### src/sv/gfscl_pkg.sv
`timescale 1ns / 1ps
// -----------------------------------------------------------------------------
// gfscl_pkg
// Shared types, register map and helper functions for the GPIO
// function-select / set / clear / level register bank.
// -----------------------------------------------------------------------------
package gfscl_pkg;

  localparam int PIN_COUNT     = 32;
  localparam int DATA_W        = 32;
  localparam int IDX_W         = 4;
  localparam int FSEL_WORDS    = 4;
  localparam int FSEL_IDX_W    = $clog2(FSEL_WORDS);
  localparam int PINS_PER_WORD = 10;
  localparam int CODE_BITS     = 3;
  localparam int FSEL_W        = PINS_PER_WORD * CODE_BITS;

  // Register map (word offsets)
  localparam logic [IDX_W-1:0] FSEL_BASE    = 4'd0;
  localparam logic [IDX_W-1:0] SET_OFFSET   = 4'd7;
  localparam logic [IDX_W-1:0] CLEAR_OFFSET = 4'd10;
  localparam logic [IDX_W-1:0] LEVEL_OFFSET = 4'd13;

  // Access kinds
  localparam logic OP_READ  = 1'b0;
  localparam logic OP_WRITE = 1'b1;

  // Function codes
  localparam logic [CODE_BITS-1:0] CODE_INPUT  = 3'b000;
  localparam logic [CODE_BITS-1:0] CODE_OUTPUT = 3'b001;

  typedef logic [FSEL_WORDS-1:0][FSEL_W-1:0] fsel_arr_t;

  typedef struct packed {
    logic              op;
    logic [IDX_W-1:0]  reg_index;
    logic [DATA_W-1:0] write_data;
    logic [DATA_W-1:0] pin_levels;
  } in_item_t;

  typedef struct packed {
    logic [DATA_W-1:0] read_data;
    logic [DATA_W-1:0] pin_drive;
    logic [DATA_W-1:0] pin_enable;
  } out_item_t;

  function automatic logic [DATA_W-1:0] pin_mask_calc();
    logic [DATA_W-1:0] m;
    m = '0;
    for (int p = 0; p < DATA_W; p++) begin
      if (p < PIN_COUNT) m[p] = 1'b1;
    end
    return m;
  endfunction

  localparam logic [DATA_W-1:0] PIN_MASK = pin_mask_calc();

  // Bits of each function-select word that belong to an existing pin
  function automatic fsel_arr_t fsel_mask_calc();
    fsel_arr_t m;
    int        p;
    m = '0;
    for (int w = 0; w < FSEL_WORDS; w++) begin
      for (int k = 0; k < PINS_PER_WORD; k++) begin
        p = w * PINS_PER_WORD + k;
        if (p < DATA_W && p < PIN_COUNT) m[w][k*CODE_BITS +: CODE_BITS] = '1;
      end
    end
    return m;
  endfunction

  localparam fsel_arr_t FSEL_MASK = fsel_mask_calc();

  // One bit per pin whose code selects output
  function automatic logic [DATA_W-1:0] enable_bits(input fsel_arr_t fsel);
    logic [DATA_W-1:0] en;
    int                p;
    en = '0;
    for (int w = 0; w < FSEL_WORDS; w++) begin
      for (int k = 0; k < PINS_PER_WORD; k++) begin
        p = w * PINS_PER_WORD + k;
        if (p < DATA_W) begin
          en[p] = (fsel[w][k*CODE_BITS +: CODE_BITS] == CODE_OUTPUT);
        end
      end
    end
    return en & PIN_MASK;
  endfunction

endpackage

### src/sv/gfscl_regs.sv
`timescale 1ns / 1ps
// -----------------------------------------------------------------------------
// gfscl_regs
// Register state and access decode: updates function select and output
// latch for one transaction and forms its result.
// -----------------------------------------------------------------------------
module gfscl_regs (
  input  logic                 clk,
  input  logic                 rst,
  input  logic                 advance,
  input  gfscl_pkg::in_item_t  item,
  output gfscl_pkg::out_item_t result
);

  gfscl_pkg::fsel_arr_t                fsel;
  gfscl_pkg::fsel_arr_t                fsel_next;
  logic [gfscl_pkg::DATA_W-1:0]        latch;
  logic [gfscl_pkg::DATA_W-1:0]        latch_next;
  logic [gfscl_pkg::DATA_W-1:0]        rd;
  logic [gfscl_pkg::DATA_W-1:0]        en_cur;
  logic [gfscl_pkg::IDX_W-1:0]         fsel_off;
  logic [gfscl_pkg::FSEL_IDX_W-1:0]    widx;
  logic                                hit_fsel;
  logic                                is_write;

  assign fsel_off = item.reg_index - gfscl_pkg::FSEL_BASE;
  assign hit_fsel = (fsel_off < gfscl_pkg::IDX_W'(gfscl_pkg::FSEL_WORDS));
  assign widx     = fsel_off[gfscl_pkg::FSEL_IDX_W-1:0];
  assign is_write = (item.op == gfscl_pkg::OP_WRITE);
  assign en_cur   = gfscl_pkg::enable_bits(fsel);

  // Decode priority: function select, set, clear, level
  always_comb begin
    fsel_next  = fsel;
    latch_next = latch;
    rd         = '0;
    if (hit_fsel) begin
      if (is_write) begin
        fsel_next[widx] = item.write_data[gfscl_pkg::FSEL_W-1:0]
                          & gfscl_pkg::FSEL_MASK[widx];
      end else begin
        rd = gfscl_pkg::DATA_W'(fsel[widx]);
      end
    end else if (item.reg_index == gfscl_pkg::SET_OFFSET) begin
      if (is_write) latch_next = latch | (item.write_data & gfscl_pkg::PIN_MASK);
    end else if (item.reg_index == gfscl_pkg::CLEAR_OFFSET) begin
      if (is_write) latch_next = latch & ~item.write_data & gfscl_pkg::PIN_MASK;
    end else if (item.reg_index == gfscl_pkg::LEVEL_OFFSET) begin
      if (!is_write) begin
        rd = ((latch & en_cur) | (item.pin_levels & ~en_cur)) & gfscl_pkg::PIN_MASK;
      end
    end
  end

  always_comb begin
    result.read_data  = is_write ? '0 : rd;
    result.pin_drive  = latch_next;
    result.pin_enable = gfscl_pkg::enable_bits(fsel_next);
  end

  always_ff @(posedge clk) begin
    if (rst) begin
      fsel  <= '0;
      latch <= '0;
    end else if (advance) begin
      fsel  <= fsel_next;
      latch <= latch_next;
    end
  end

endmodule

### src/sv/gpio_fsel_set_clear_level.sv
`timescale 1ns / 1ps
// -----------------------------------------------------------------------------
// gpio_fsel_set_clear_level
// 32-pin GPIO bank with function-select, set, clear and level registers.
// -----------------------------------------------------------------------------
// Each input transaction is one register read or write. It is captured in an
// input register, decoded and applied to the register state as it moves
// into an output register, which holds its result (read data plus the pin
// drive and enable after the access). One transaction is taken every cycle
// as long as results are drained. The single input stage and single output
// register set that rate; a stalled output backs up into the input stage and
// then into in_stall. Reset clears all function codes to input and the latch
// to zero. Reads of set or clear and of unmapped offsets return zero.
// -----------------------------------------------------------------------------
module gpio_fsel_set_clear_level (
  input  logic                 clk,
  input  logic                 rst,
  input  logic                 in_valid,
  output logic                 in_stall,
  input  gfscl_pkg::in_item_t  in_item,
  output logic                 out_valid,
  input  logic                 out_stall,
  output gfscl_pkg::out_item_t out_item
);

  logic                 s1_valid;
  gfscl_pkg::in_item_t  s1_item;
  gfscl_pkg::out_item_t result;
  logic                 advance;

  // Move the captured transaction into the output register when it is free
  assign advance  = s1_valid && (!out_valid || !out_stall);
  // Hold the input stage while its transaction cannot move on
  assign in_stall = s1_valid && !advance;

  gfscl_regs u_regs (
    .clk     (clk),
    .rst     (rst),
    .advance (advance),
    .item    (s1_item),
    .result  (result)
  );

  // Input stage
  always_ff @(posedge clk) begin
    if (rst) begin
      s1_valid <= 1'b0;
    end else if (!in_stall) begin
      s1_valid <= in_valid;
    end
  end

  always_ff @(posedge clk) begin
    if (in_valid && !in_stall) begin
      s1_item <= in_item;
    end
  end

  // Output register: load on advance, drop once taken
  always_ff @(posedge clk) begin
    if (rst) begin
      out_valid <= 1'b0;
    end else if (advance) begin
      out_valid <= 1'b1;
    end else if (!out_stall) begin
      out_valid <= 1'b0;
    end
  end

  always_ff @(posedge clk) begin
    if (advance) begin
      out_item <= result;
    end
  end

endmodule

### config.mk
export PLATFORM = sky130hd
export DESIGN_NAME = gpio_fsel_set_clear_level
export DESIGN_NICKNAME = d
export VERILOG_FILES = /design/src/sv/gfscl_pkg.sv /design/src/sv/gfscl_regs.sv /design/src/sv/gpio_fsel_set_clear_level.sv
export SDC_FILE = /design/constraint.sdc
export NUM_CORES = 1
export LEC_CHECK = 0
export BUFFER_PORTS_ARGS = -buffer_cell sky130_fd_sc_hd__buf_2
export CAP_MARGIN = 20
export CORE_ASPECT_RATIO = 1.25
export CORE_MARGIN = 3
export CORE_UTILIZATION = 57
export DETAILED_ROUTE_END_ITERATION = 6
export GPL_TIMING_DRIVEN = 0
export PLACE_DENSITY = 0.79
export SETUP_SLACK_MARGIN = 0.05
export SLEW_MARGIN = 15
export SYNTH_ARGS = -nofsm -noshare
export SYNTH_HDL_FRONTEND = slang
export SYNTH_SLANG_ARGS = --single-unit
### constraint.sdc
create_clock -name clk -period 6.2 [get_ports clk]
set_input_delay 0.93 -clock clk [delete_from_list [all_inputs] [get_ports clk]]
set_output_delay 0.93 -clock clk [all_outputs]
set_load 0.01 [all_outputs]
Yosys cells after proc, flatten, opt, wreduce, memory -nomap -nowiden. Cells that the tools add are included.

Flip-flop bits (word level): 319. Input bits: 73. Output and inout bits: 98. Word-level logic and storage cells: 127.

$lt $le $gt $ge: 3. Equality and inequality tests: 68. Muxes and demuxes: 20. Bitwise gates (word level): 9. Reductions and logical operators: 11.

Operators with widths (count): $mux 30 (7); $eq 3x1->1 const B (64); $mux 96 (2); $mux 32 (5); $bmux 30 s2 (2); $bwmux 120 (1); $and 32x32->32 (3); $not 32->32 (2); $or 32x32->32 (2); $demux 30 s2 (1); $and 30x30->30 (1); $eq 4x4->1 const B (2); $reduce_or 5->1 (1); $eq 4x3->1 const B (1); $logic_and 1x1->1 (4); $logic_not 1->1 (4); $lt 4x3->1 const B (1); $lt 2x3->1 const B (1); $reduce_and 3->1 (1); $ge 2x1->1 const B (1); $mux 1 (2); $ne 2x1->1 const B (1); $logic_or 1x1->1 (1); $not 1->1 (1).

Logic depth before layout (Yosys ltp). Gate-level depths: netlist of run 1.

Depth in word-level cells: 8. Depth in mapped cells: 6. Mapped depth without buffers: 3.

By module. A second synthesis of run 1 with hierarchy kept.

Cells, all modules: 1259. Area, all modules: 13854.5 µm².

Modules (own cells, without submodules): gfscl_regs (times used 1, cells each 1084, area each 8813.5 µm²); gpio_fsel_set_clear_level (times used 1, cells each 175, area each 5041.1 µm²).

Worst setup path before layout of run 1. No wires, ideal clock.

Path kind: input to register. Start: input port out_stall. End: register s1_item[0] (netlist bit), enable pin. Arrival time: 4.236 ns. Data required time: 5.696 ns. Path slack: 1.460 ns. Cell stages on the path: 2. Path buffers: 0. Cell sequence: and3_1 -> nor2b_1.

Word-level cells in the longest chain between the ends: 7.

Ends and longest elaborated chain: start: declaration (RTL line gpio_fsel_set_clear_level.sv:22) `input logic out_stall,`; $logic_not 1->1; $logic_or 1x1->1 (RTL line gpio_fsel_set_clear_level.sv:32) `assign advance = s1_valid && (!out_valid || !out_stall);`; $logic_and 1x1->1 (RTL line gpio_fsel_set_clear_level.sv:32); $logic_not 1->1 (RTL line gpio_fsel_set_clear_level.sv:34) `assign in_stall = s1_valid && !advance;`; $logic_and 1x1->1 (RTL line gpio_fsel_set_clear_level.sv:34); $logic_not 1->1 (RTL line gpio_fsel_set_clear_level.sv:54) `if (in_valid && !in_stall) begin`; $logic_and 1x1->1 (RTL line gpio_fsel_set_clear_level.sv:54); end signal: assignment (RTL line gpio_fsel_set_clear_level.sv:55) `s1_item <= in_item;`; end: declaration (RTL line gpio_fsel_set_clear_level.sv:27) `gfscl_pkg::in_item_t s1_item;`.

Every way passes these cells. A chain may end at the register's enable or synchronous reset.

Worst setup path in the final report of run 1.
Start: input port out_stall. End: register u_regs.latch[26] (netlist bit).

Word-level cells in the longest chain between the ends: 3.

Ends and longest elaborated chain: $logic_not 1->1; $logic_or 1x1->1 (RTL line gpio_fsel_set_clear_level.sv:32); $logic_and 1x1->1 (RTL line gpio_fsel_set_clear_level.sv:32); named net advance (RTL line gpio_fsel_set_clear_level.sv:29) `logic advance;`; end signal: assignment (RTL line gfscl_regs.sv:67) `latch <= latch_next;`; end: declaration (RTL line gfscl_regs.sv:17) `logic [gfscl_pkg::DATA_W-1:0] latch;`.

The timed path passes the listed nets, and every way through them passes these cells.

==> results of run 1 <==
## where the power goes
group	total, mW	switching, mW	internal [mW]	leakage, nW
combinational	0.253	0.170	0.0832	3.09
sequential	2.31	0.0331	2.28	2.82
clock	1.95	0.797	1.15	0.527
total	4.51	1.00	3.51	6.43
## state kept, by name (all words and copies together) (netlist names)
register,cells
out_item,96
out_valid,1
s1_item,69
s1_valid,1
u_regs.fsel,120
u_regs.latch,32
## synth_stat cells, types with 2 or more instances
master,n
nand2_1,169
edfxtp_1,165
dfxtp_1,154
mux2i_1,132
o21ai_0,60
clkbuf_1,35
nand3_1,34
a22o_1,30
a41o_1,30
mux4_2,30
nand2b_1,30
and2_1,28
nor3b_1,28
a21boi_0,27
o21bai_1,27
buf_2,25
nor2_1,17
buf_4,9
buf_6,6
or3b_2,4
nand3_2,3
nand4_1,3
a21o_1,2
a32o_1,2
and3_1,2
nand2_2,2
nor2b_1,2
## layer usage
metal | wire length (um) | part of all wire [%] | track usage (%)
met1 | 14000 | 38 | 35.6
met3 | 3290 | 9.0 | 6.50
met2 | 17500 | 48 | 46.3
met5 | 0 | 0 | 0
met4 | 1930 | 5.3 | 15.1
## layout make-up
type | instances | area [um2]
Sequential cell | 319 | 8040
Fill cell | 1662 | 7260
Multi-Input combinational cell | 673 | 4980
Clock buffer | 47 | 983
Timing Repair Buffer | 174 | 931
Buffer | 75 | 395
Tap cell | 288 | 360
Clock inverter | 14 | 90.1
Inverter | 1 | 3.75
## worst register-to-register path: cells and delay by family (launching register included)
family | cells | cell delay [ns]
AOI/OAI and AO/OA | 2 | 0.45
buffers and inverters | 2 | 0.79
and+or+nand+nor | 1 | 0.24
DFF | 1 | 0.48
## worst paths after layout
kind,startpoint,end,cells past startpoint
max,out_stall,u_regs.latch[26],7
max reg2reg,s1_item[66],out_item[17],5
min,u_regs.fsel[114],u_regs.fsel[114],1
min reg2reg,u_regs.fsel[114],u_regs.fsel[114],1
## cell families (layout without fill, tap and decap cells)
logic type | Yosys count | after routing | share of synthesized area (%)
compound gates | 184 | 184 | 10.2
buf+inv | 76 | 311 | 2.95
flops | 319 | 319 | 60.0
mux | 162 | 162 | 14.9
simple gates | 327 | 327 | 12.0
## per-stage QoR
step | area [um2] | instances | total power, mW | setup slack [ns] | hold WS (ns)
detailed placement | 14700 | 1530 | 2.60 | 3.30 | 0.443
CTS | 15800 | 1591 | 4.52 | 3.82 | 0.458
global route | 15800 | 1591 | 4.64 | 3.67 | 0.471
finish | 15800 | 1591 | 4.51 | 3.82 | 0.457
floorplan | 13400 | 1068 | 2.48 | 1.46 | 0.424
global placement | 14600 | 1526 | 2.60 | -0.0687 | 0.437
==> results.ini, run 1 <==
[clocking]
cts_buffer_depth = 3
cts_buffers = 34
cts_tree = built
cts_setup_buffers = 0
cts.sink_count = 319
cts_resized = 0
cts_max_level = 2
clock_latency_ns = 0.51
cts-root-buf = clkbuf_16
clkTransAtPathRegs_ns = 0.06
ctsHoldBuffers = 0

[detailed_routing]
vias_per_cell = 6.15
finalWirelength_um = 36600
wl_per_cell_um = 23.0
initialDrtViolationCount = 959
ant_nets = 0
route.vias.total = 9778
drc = 0
firstDrtPassIters = 5

[sta]
finalSetupViolCount = 0
slew_violations = 0
setup_tns_ns = 0
fmax_mhz = 420
rsz0062_at_grt = no
worst_pin_slew_ns = 0.988
post-route-min-period_ns = 2.38
hold_violations = 0
post-route-period-util_pct = 38.4
skew_ns = 0.0138
slew_headroom_pct = 34.0

[worst_setup_path]
start_kind = input port
critPathSlowestCell = clkbuf_4
critical_path.top_delay_family = buffers and inverters
cp_num_buf_inv = 4
crit_top_cell = buf_12
r2r_slack_ns = 3.96
arrival_ns = 2.74
crit_chain = buf_2 > a21boi_2 > clkbuf_4 > buf_12 > buf_12 > a41o_1 > o21ai_0
path_class = in -> reg
crit_path_max_fanout = 37
required_ns = 6.56
endpoint_kind = flip-flop
slowest_delay_ns = 0.54

[synth]
synthCells = 1068
synth_seq_cells = 319
yosys.area.top_type_share_pct = 37.0
synth_top_area_cell = edfxtp_1
syn-num-nets = 1141
synth_cell_types = 39
yosys_warnings = 0
synthTopCellsByArea = edfxtp_1, dfxtp_1, mux2i_1
avgSynthCellArea_um2 = 12.6
synthArstFlopShare_pct = 0
synth_flop_cell = edfxtp_1
syn-cell-area_um2 = 13400
seq_area_frac_synth_pct = 60.0
synth_edf_count = 165

[floorplan]
start_util_pct = 58.2
chipHeight_um = 177
dieArea_um2 = 25400
die_x_um = 143
num_rows = 62
io_pins = 171
fp.coreArea_um2 = 23000

[cells_and_area]
fin_nets = 1351
utilization_pct = 68.5
drive_above_1_share_pct = 23.5
area_growth_pct = 17.7
final_cell_mix = buf_2, nand2_1, edfxtp_1
insertedDiodeCount = 0
final_common_cell = buf_2

[placement]
gp_congestion = 0.897
dp_hpwl_um = 25300
port_buffers = 170

[power]
pwr_density_cell_nw_per_um2 = 286
irDropWorstVdd_v = 0.000242
p_leak_nw = 6.43

[grt]
antenna_found_initial = 0
grt_pass1_vias = 9804
grt_max_degree = 38
grt_pass1_wl_um = 54800
grt.overflow.total = 0
groute.usage.overall_pct = 28.6

[job]
maxCapViolCount = 0

[min_path]
hold_path_class = reg -> reg

[status]
status = complete, no violations

Note: power is estimated with default switching activity, not from simulation.
==> run 2, diff against run 1 <==
--- a/config.mk
+++ b/config.mk
@@ -9,10 +9,10 @@
 export CAP_MARGIN = 20
 export CORE_ASPECT_RATIO = 1.25
 export CORE_MARGIN = 3
-export CORE_UTILIZATION = 57
+export CORE_UTILIZATION = 52
 export DETAILED_ROUTE_END_ITERATION = 6
 export GPL_TIMING_DRIVEN = 0
-export PLACE_DENSITY = 0.79
+export PLACE_DENSITY = 0.76
 export SETUP_SLACK_MARGIN = 0.05
 export SLEW_MARGIN = 15
 export SYNTH_ARGS = -nofsm -noshare
==> constraint.sdc (replaced) <==
create_clock -name clk -period 2.05 [get_ports clk]
set_input_delay 0.3075 -clock clk [delete_from_list [all_inputs] [get_ports clk]]
set_output_delay 0.3075 -clock clk [all_outputs]
set_load 0.01 [all_outputs]
==> run 2 against run 1 <==
  * Critical path depth shrank 2
  * Via count up 0.90%
  * Power grew to 3.0 times the previous value
  * Sequential cell count did not move
  * Count of clock-buffer cells in the layout down 5
==> results.ini, run 2 (synthesis gave the netlist of run 1 again) <==
[status]
status = complete, no violations

[detailed_routing]
initialDrtViolationCount = 887  ; -7.5%
finalWirelength_um = 37900  ; +3.5%
firstDrtPassIters = 7  ; +2
vias_per_cell = 5.80  ; -5.7%
ant_nets = 0  ; unchanged
wl_per_cell_um = 22.3  ; -3.2%
route.vias.total = 9866  ; +0.90%
drc = 0  ; unchanged

[grt]
grt_pass1_wl_um = 56800  ; +3.8%
grt_pass1_vias = 9829  ; +0.25%
grt_max_degree = 106  ; +180%
antenna_found_initial = 0  ; unchanged
groute.usage.overall_pct = 26.8  ; -1.7 points
grt.overflow.total = 0  ; unchanged

[power]
pwr_density_cell_nw_per_um2 = 817  ; +190%
power_mw = 13.5  ; +200%
irDropWorstVdd_v = 0.000580  ; +140%
p_leak_nw = 6.74  ; +4.7%

[placement]
gp_congestion = 0.862  ; -3.9%
port_buffers = 170  ; unchanged
placed_cells = 1575  ; +2.9%
place_area_um2 = 14700  ; +0.20%
pre_cts_ws_ns = -0.151  ; -3.45 ns
dp_hpwl_um = 25200  ; -0.46%

[sta]
worst_slack_ns = 0.0803  ; -3.74 ns
setup_tns_ns = 0  ; unchanged
slew_violations = 0  ; unchanged
skew_ns = 0.0106  ; -0.00328 ns
post-route-min-period_ns = 1.97
fmax_mhz = 508
post-route-period-util_pct = 96.1
finalSetupViolCount = 0  ; unchanged
hold_slack_ns = 0.0720  ; -0.385 ns
hold_violations = 0  ; unchanged
worst_pin_slew_ns = 0.911  ; -0.0766 ns
slew_headroom_pct = 39.1  ; +5.1 points
rsz0062_at_grt = yes

[min_path]
hold_start = out_stall
hold_path_class = in -> reg

[worst_setup_path]
path_class = reg -> reg
required_ns = 2.41  ; -4.15 ns
r2r-start = s1_item[65]
slowest_delay_ns = 0.37  ; -0.17 ns
start_kind = flip-flop
arrival_ns = 2.33  ; -0.41 ns
cp_num_buf_inv = 2  ; -2
crit_path_max_fanout = 10  ; -73%
worstSetupStartpoint = s1_item[65]
crit_chain = buf_2 > nor2_1 > clkbuf_4 > nand2_2 > mux2i_1
endpoint_kind = flip-flop
critical_path.top_delay_family = simple AND/OR/NAND/NOR gates
critPathSlowestCell = mux2i_1

[cells_and_area]
reg_top3 = u_regs.fsel x120, out_item x96, s1_item x69
drive_above_1_share_pct = 23.3  ; -0.15 points
final_common_cell = buf_2
area_growth_pct = 22.9
top_register = u_regs.fsel
fin_nets = 1416  ; +4.8%
insertedDiodeCount = 0  ; unchanged
largest_reg_flops = 120  ; unchanged
regArea_um2 = 8040  ; unchanged
fin_area_um2 = 16500  ; +4.4%
fillers = 1884  ; +13%
utilization_pct = 65.2  ; -3.3 points
final_cell_mix = buf_2, nand2_1, edfxtp_1
multi_input_area_um2 = 5000  ; +0.50%
finalNonFillerCells = 1702  ; +7.0%

[floorplan]
die_x_um = 150  ; +4.5%
num_rows = 65  ; +4.8%
start_util_pct = 53.0  ; -5.2 points
chipHeight_um = 186  ; +4.5%
io_pins = 171  ; unchanged
dieArea_um2 = 27800  ; +9.2%
fp.coreArea_um2 = 25300  ; +9.8%

[clocking]
cts-root-buf = clkbuf_16
clock_latency_ns = 0.56  ; +0.05 ns
cts_tree = built
cts_buffers = 31  ; -8.8%
cts.sink_count = 319  ; unchanged
cts_buffer_depth = 3  ; unchanged
cts_max_level = 1  ; -1
clkTransAtPathRegs_ns = 0.06  ; about the same

[job]
maxCapViolCount = 0  ; unchanged

## run 2: cell types whose count changed in the layout (fill, tap and decap cells not counted), sizes merged
cell | before | now
dlygate4sd3 | 0 | 70
clkbuf | 82 | 78
buf | 214 | 211
bufinv | 1 | 2
clkinvlp | 1 | 0
inv | 1 | 2
## run 2: final timing paths
| kind | endpoint | slack [ns] | cells past startpoint |
|---|---|---|---|
| worst min-delay path | out_valid | 0.07 | 3 |
| worst max register to register | out_item[19] | 0.08 | 5 |
| worst max-delay path | out_item[19] | 0.08 | 5 |
| worst min register to register | u_regs.fsel[117] | 0.46 | 1 |
## run 2: tightest hold or removal path: cells and delay by family
kind / cells / cell delay [ns]
compound gates: 1 / 0.08
buf+inv: 1 / 0.12
simple gates: 1 / 0.08
## run 2: final cells by class
cell class / instances / share of cell area [%]
repair buffers: 242 / 9.66
clock inverters: 15 / 0.736
inverters: 1 / 0.0228
well taps: 335 / 2.54
clock buffers: 42 / 5.26
multi-input cells: 673 / 30.4
flip-flops and latches: 319 / 48.8
plain buffers: 75 / 2.63
## run 2: timing repair
| item | in CTS | in global routing |
|---|---|---|
| gates cloned | 0 | 0 |
| endpoints found under the setup margin | 21 | 53 |
| endpoints found under the hold margin | 70 | 0 |
| hold buffers | 70 | 0 |
| setup buffers | 0 | 0 |
| resized for setup | 8 | 21 |
## run 2: power breakdown
group          switching [mW]  leakage [nW]  internal [mW]
combinational           0.529          3.43          0.338
sequential              0.102          2.82           6.89
clock                    2.40         0.491           3.19
## run 2: per-layer routing
layer	wire (um)	up-vias	track usage, %
li1	-	4496	-
met1	15300	4859	35.0
met2	18700	441	46.3
met3	2700	70	3.97
met4	1150	0	8.79
met5	0	-	0
==> run 3, diff against run 2 <==
--- a/config.mk
+++ b/config.mk
@@ -10,6 +10,8 @@
 export CORE_ASPECT_RATIO = 1.25
 export CORE_MARGIN = 3
 export CORE_UTILIZATION = 52
+export CTS_BUF_LIST = sky130_fd_sc_hd__clkbuf_4 sky130_fd_sc_hd__clkbuf_8 sky130_fd_sc_hd__clkbuf_16
+export CTS_CLUSTER_DIAMETER = 40
 export DETAILED_ROUTE_END_ITERATION = 6
 export GPL_TIMING_DRIVEN = 0
 export PLACE_DENSITY = 0.76
==> run 3 against run 2 <==
  * Die area is the same
  * Combinational power is essentially flat
  * Count of clock-buffer cells in the layout grew 15
  * Clock power up 24%
  * Core utilization rose by 1.2 points
  * Design area grew 1.9%
  * Via count is 1.4% higher
  * Sequential power is essentially flat
  * First-iteration DRC count is 20% higher
  * Largest power group unchanged
==> results.ini, run 3 (synthesis gave the netlist of run 1 again) <==
[status]
status = complete, no violations

[clocking]
cts_setup_buffers = 0  ; unchanged
clock_latency_ns = 0.52  ; -0.04 ns
cts.sink_count = 319  ; unchanged
clkTransAtPathRegs_ns = 0.06  ; about the same
cts_buffer_depth = 3  ; unchanged
cts_tree = built
cts_buffers = 39  ; +26%
cts_max_level = 2  ; +1
cts-root-buf = clkbuf_16

[sta]
slew_headroom_pct = 39.8  ; +0.69 points
rsz0062_at_grt = yes
slew_violations = 0  ; unchanged
post-route-period-util_pct = 96.6  ; +0.54 points
finalSetupViolCount = 0  ; unchanged
fmax_mhz = 505  ; -0.56%
setup_tns_ns = 0  ; unchanged
skew_ns = 0.0142  ; +0.00369 ns
hold_violations = 0  ; unchanged
worst_pin_slew_ns = 0.901  ; -0.0103 ns
post-route-min-period_ns = 1.98  ; +0.0111 ns

[worst_setup_path]
r2r_cells = 4  ; -1
r2r_slack_ns = 0.07  ; about the same
required_ns = 2.29  ; -0.12 ns
crit_path_max_fanout = 10  ; unchanged
r2r-start = s1_item[67]
start_kind = flip-flop
r2r_end = out_item[19]
arrival_ns = 2.23  ; -0.10 ns
endpoint_kind = flip-flop
path_class = reg -> reg

[placement]
port_buffers = 170  ; unchanged
dp_hpwl_um = 25200  ; unchanged
place_area_um2 = 14700  ; unchanged
gp_congestion = 0.862  ; unchanged

[min_path]
min_to = s1_valid
hold_depth = 2  ; -1
hold_start = in_valid
hold_path_class = in -> reg

[cells_and_area]
fin_area_um2 = 16800  ; +1.9%
final_common_cell = buf_2
fillers = 1826  ; -3.1%
insertedDiodeCount = 0  ; unchanged
area_growth_pct = 25.2
drive_above_1_share_pct = 24.7  ; +1.4 points
final_cell_mix = buf_2, nand2_1, edfxtp_1
top_register = u_regs.fsel
largest_reg_flops = 120  ; unchanged
reg_top3 = u_regs.fsel x120, out_item x96, s1_item x69
fin_nets = 1423  ; +0.49%

[grt]
grt_max_degree = 106  ; unchanged
grt.overflow.total = 0  ; unchanged
antenna_found_initial = 0  ; unchanged
grt_pass1_vias = 9968  ; +1.4%
grt_pass1_wl_um = 57400  ; +1.1%
groute.usage.overall_pct = 27.2  ; +0.34 points

[job]
maxCapViolCount = 0  ; unchanged

[detailed_routing]
ant_nets = 0  ; unchanged
route.vias.total = 10000  ; +1.4%
initialDrtViolationCount = 1066  ; +20%
finalWirelength_um = 38200  ; +0.69%
drc = 0  ; unchanged
vias_per_cell = 5.84  ; +0.67%
firstDrtPassIters = 5  ; -2
wl_per_cell_um = 22.3  ; about the same

[floorplan]
dieArea_um2 = 27800  ; unchanged
num_rows = 65  ; unchanged
fp.coreArea_um2 = 25300  ; unchanged
io_pins = 171  ; unchanged
chipHeight_um = 186  ; unchanged
start_util_pct = 53.0  ; unchanged
die_x_um = 150  ; unchanged

[power]
power_mw = 14.8  ; +9.9%
p_leak_nw = 6.87  ; +2.0%
irDropWorstVdd_v = 0.000892  ; +54%
pwr-share-seq_pct = 47.3  ; -4.7 points
p_sw_mw = 3.33  ; +9.8%
internal_power_mw = 11.5  ; +9.9%
clkPwrFrac_pct = 46.8  ; +5.2 points
combPwrFrac_pct = 5.8  ; -0.6 points
p_sw_share_pct = 22.5  ; about the same
pwr_density_cell_nw_per_um2 = 881  ; +7.9%

==> run 3: changes by cell type in the layout (fill, tap and decap cells not counted), moves of 3 or more <==
| cell | delta |
|---|---|
| clkbuf_16 | +11 |
| clkbuf_4 | +12 |
| clkbuf_1 | -4 |
| clkinv_1 | -5 |
| clkinv_2 | -5 |
| clkbuf_8 | -3 |
==> run 3: worst max path at each step <==
stage                     start          endpoint  slack (ns)  cells past startpoint
finish              s1_item[67]      out_item[19]        0.07                      4
global route        s1_item[68]       out_item[8]        0.03                      6
CTS                    s1_valid  u_regs.latch[23]        0.07                      4
detailed placement  s1_item[66]      out_item[18]       -0.15                      5
global placement      out_stall       s1_item[45]       -0.50                      3
floorplan             out_valid        s1_item[0]        0.06                      2
==> run 3: final cells by class <==
| cell class | instances | area, um2 | area share, % |
|---|---|---|---|
| Buffer | 75 | 427 | 2.54 |
| Clock buffer | 57 | 1190 | 7.11 |
| Clock inverter | 13 | 131 | 0.783 |
| Inverter | 1 | 3.75 | 0.0224 |
| Multi-Input combinational cell | 673 | 4990 | 29.8 |
| Sequential cell | 319 | 8040 | 47.9 |
| Tap cell | 335 | 419 | 2.50 |
| Timing Repair Buffer | 241 | 1580 | 9.42 |
==> run 3: metrics by stage <==
stage          util [%]  cells  setup WS [ns]  hold WS (ns)
2_1_floorplan         -   1068         0.0595         0.406
3_3_place_gp       58.1   1573         -0.498         0.437
3_5_place_dp       58.3   1575         -0.151         0.438
4_1_cts            66.3   1714         0.0673        0.0147
5_1_grt            66.4   1714         0.0263        0.0300
6_report           66.4   1714         0.0692        0.0258
==> run 3: critical path, cell delays in order (launching register included) <==
cell and delay [ns]:
edfxtp_1 0.50, nor2_1 0.30, buf_2 0.33, nand2_2 0.31, mux2i_2 0.28
==> run 3: per-layer routing <==
metal	vias up	global-route usage (%)	routed length [um]
li1	4518	-	-
met1	4897	34.5	15100
met2	493	46.1	18700
met3	94	5.14	2790
met4	0	10.8	1530
met5	-	0	0
==> run 3: power groups by stage <==
| stage | clock network [mW] | logic [mW] | registers, mW |
|---|---|---|---|
| 2_1_floorplan | 0 | 0.357 | 7.15 |
| 3_3_place_gp | 0 | 0.722 | 7.13 |
| 3_5_place_dp | 0 | 0.741 | 7.13 |
| 4_1_cts | 6.97 | 0.850 | 7.00 |
| 5_1_grt | 7.28 | 0.921 | 7.01 |
| 6_report | 6.93 | 0.864 | 7.00 |
==> run 3: repair_timing <==
item / in CTS / in global routing
endpoints found under the hold margin: 69 / 0
endpoints found under the setup margin: 19 / 93
gates resized for setup: 8 / 15
hold buffers: 69 / 0
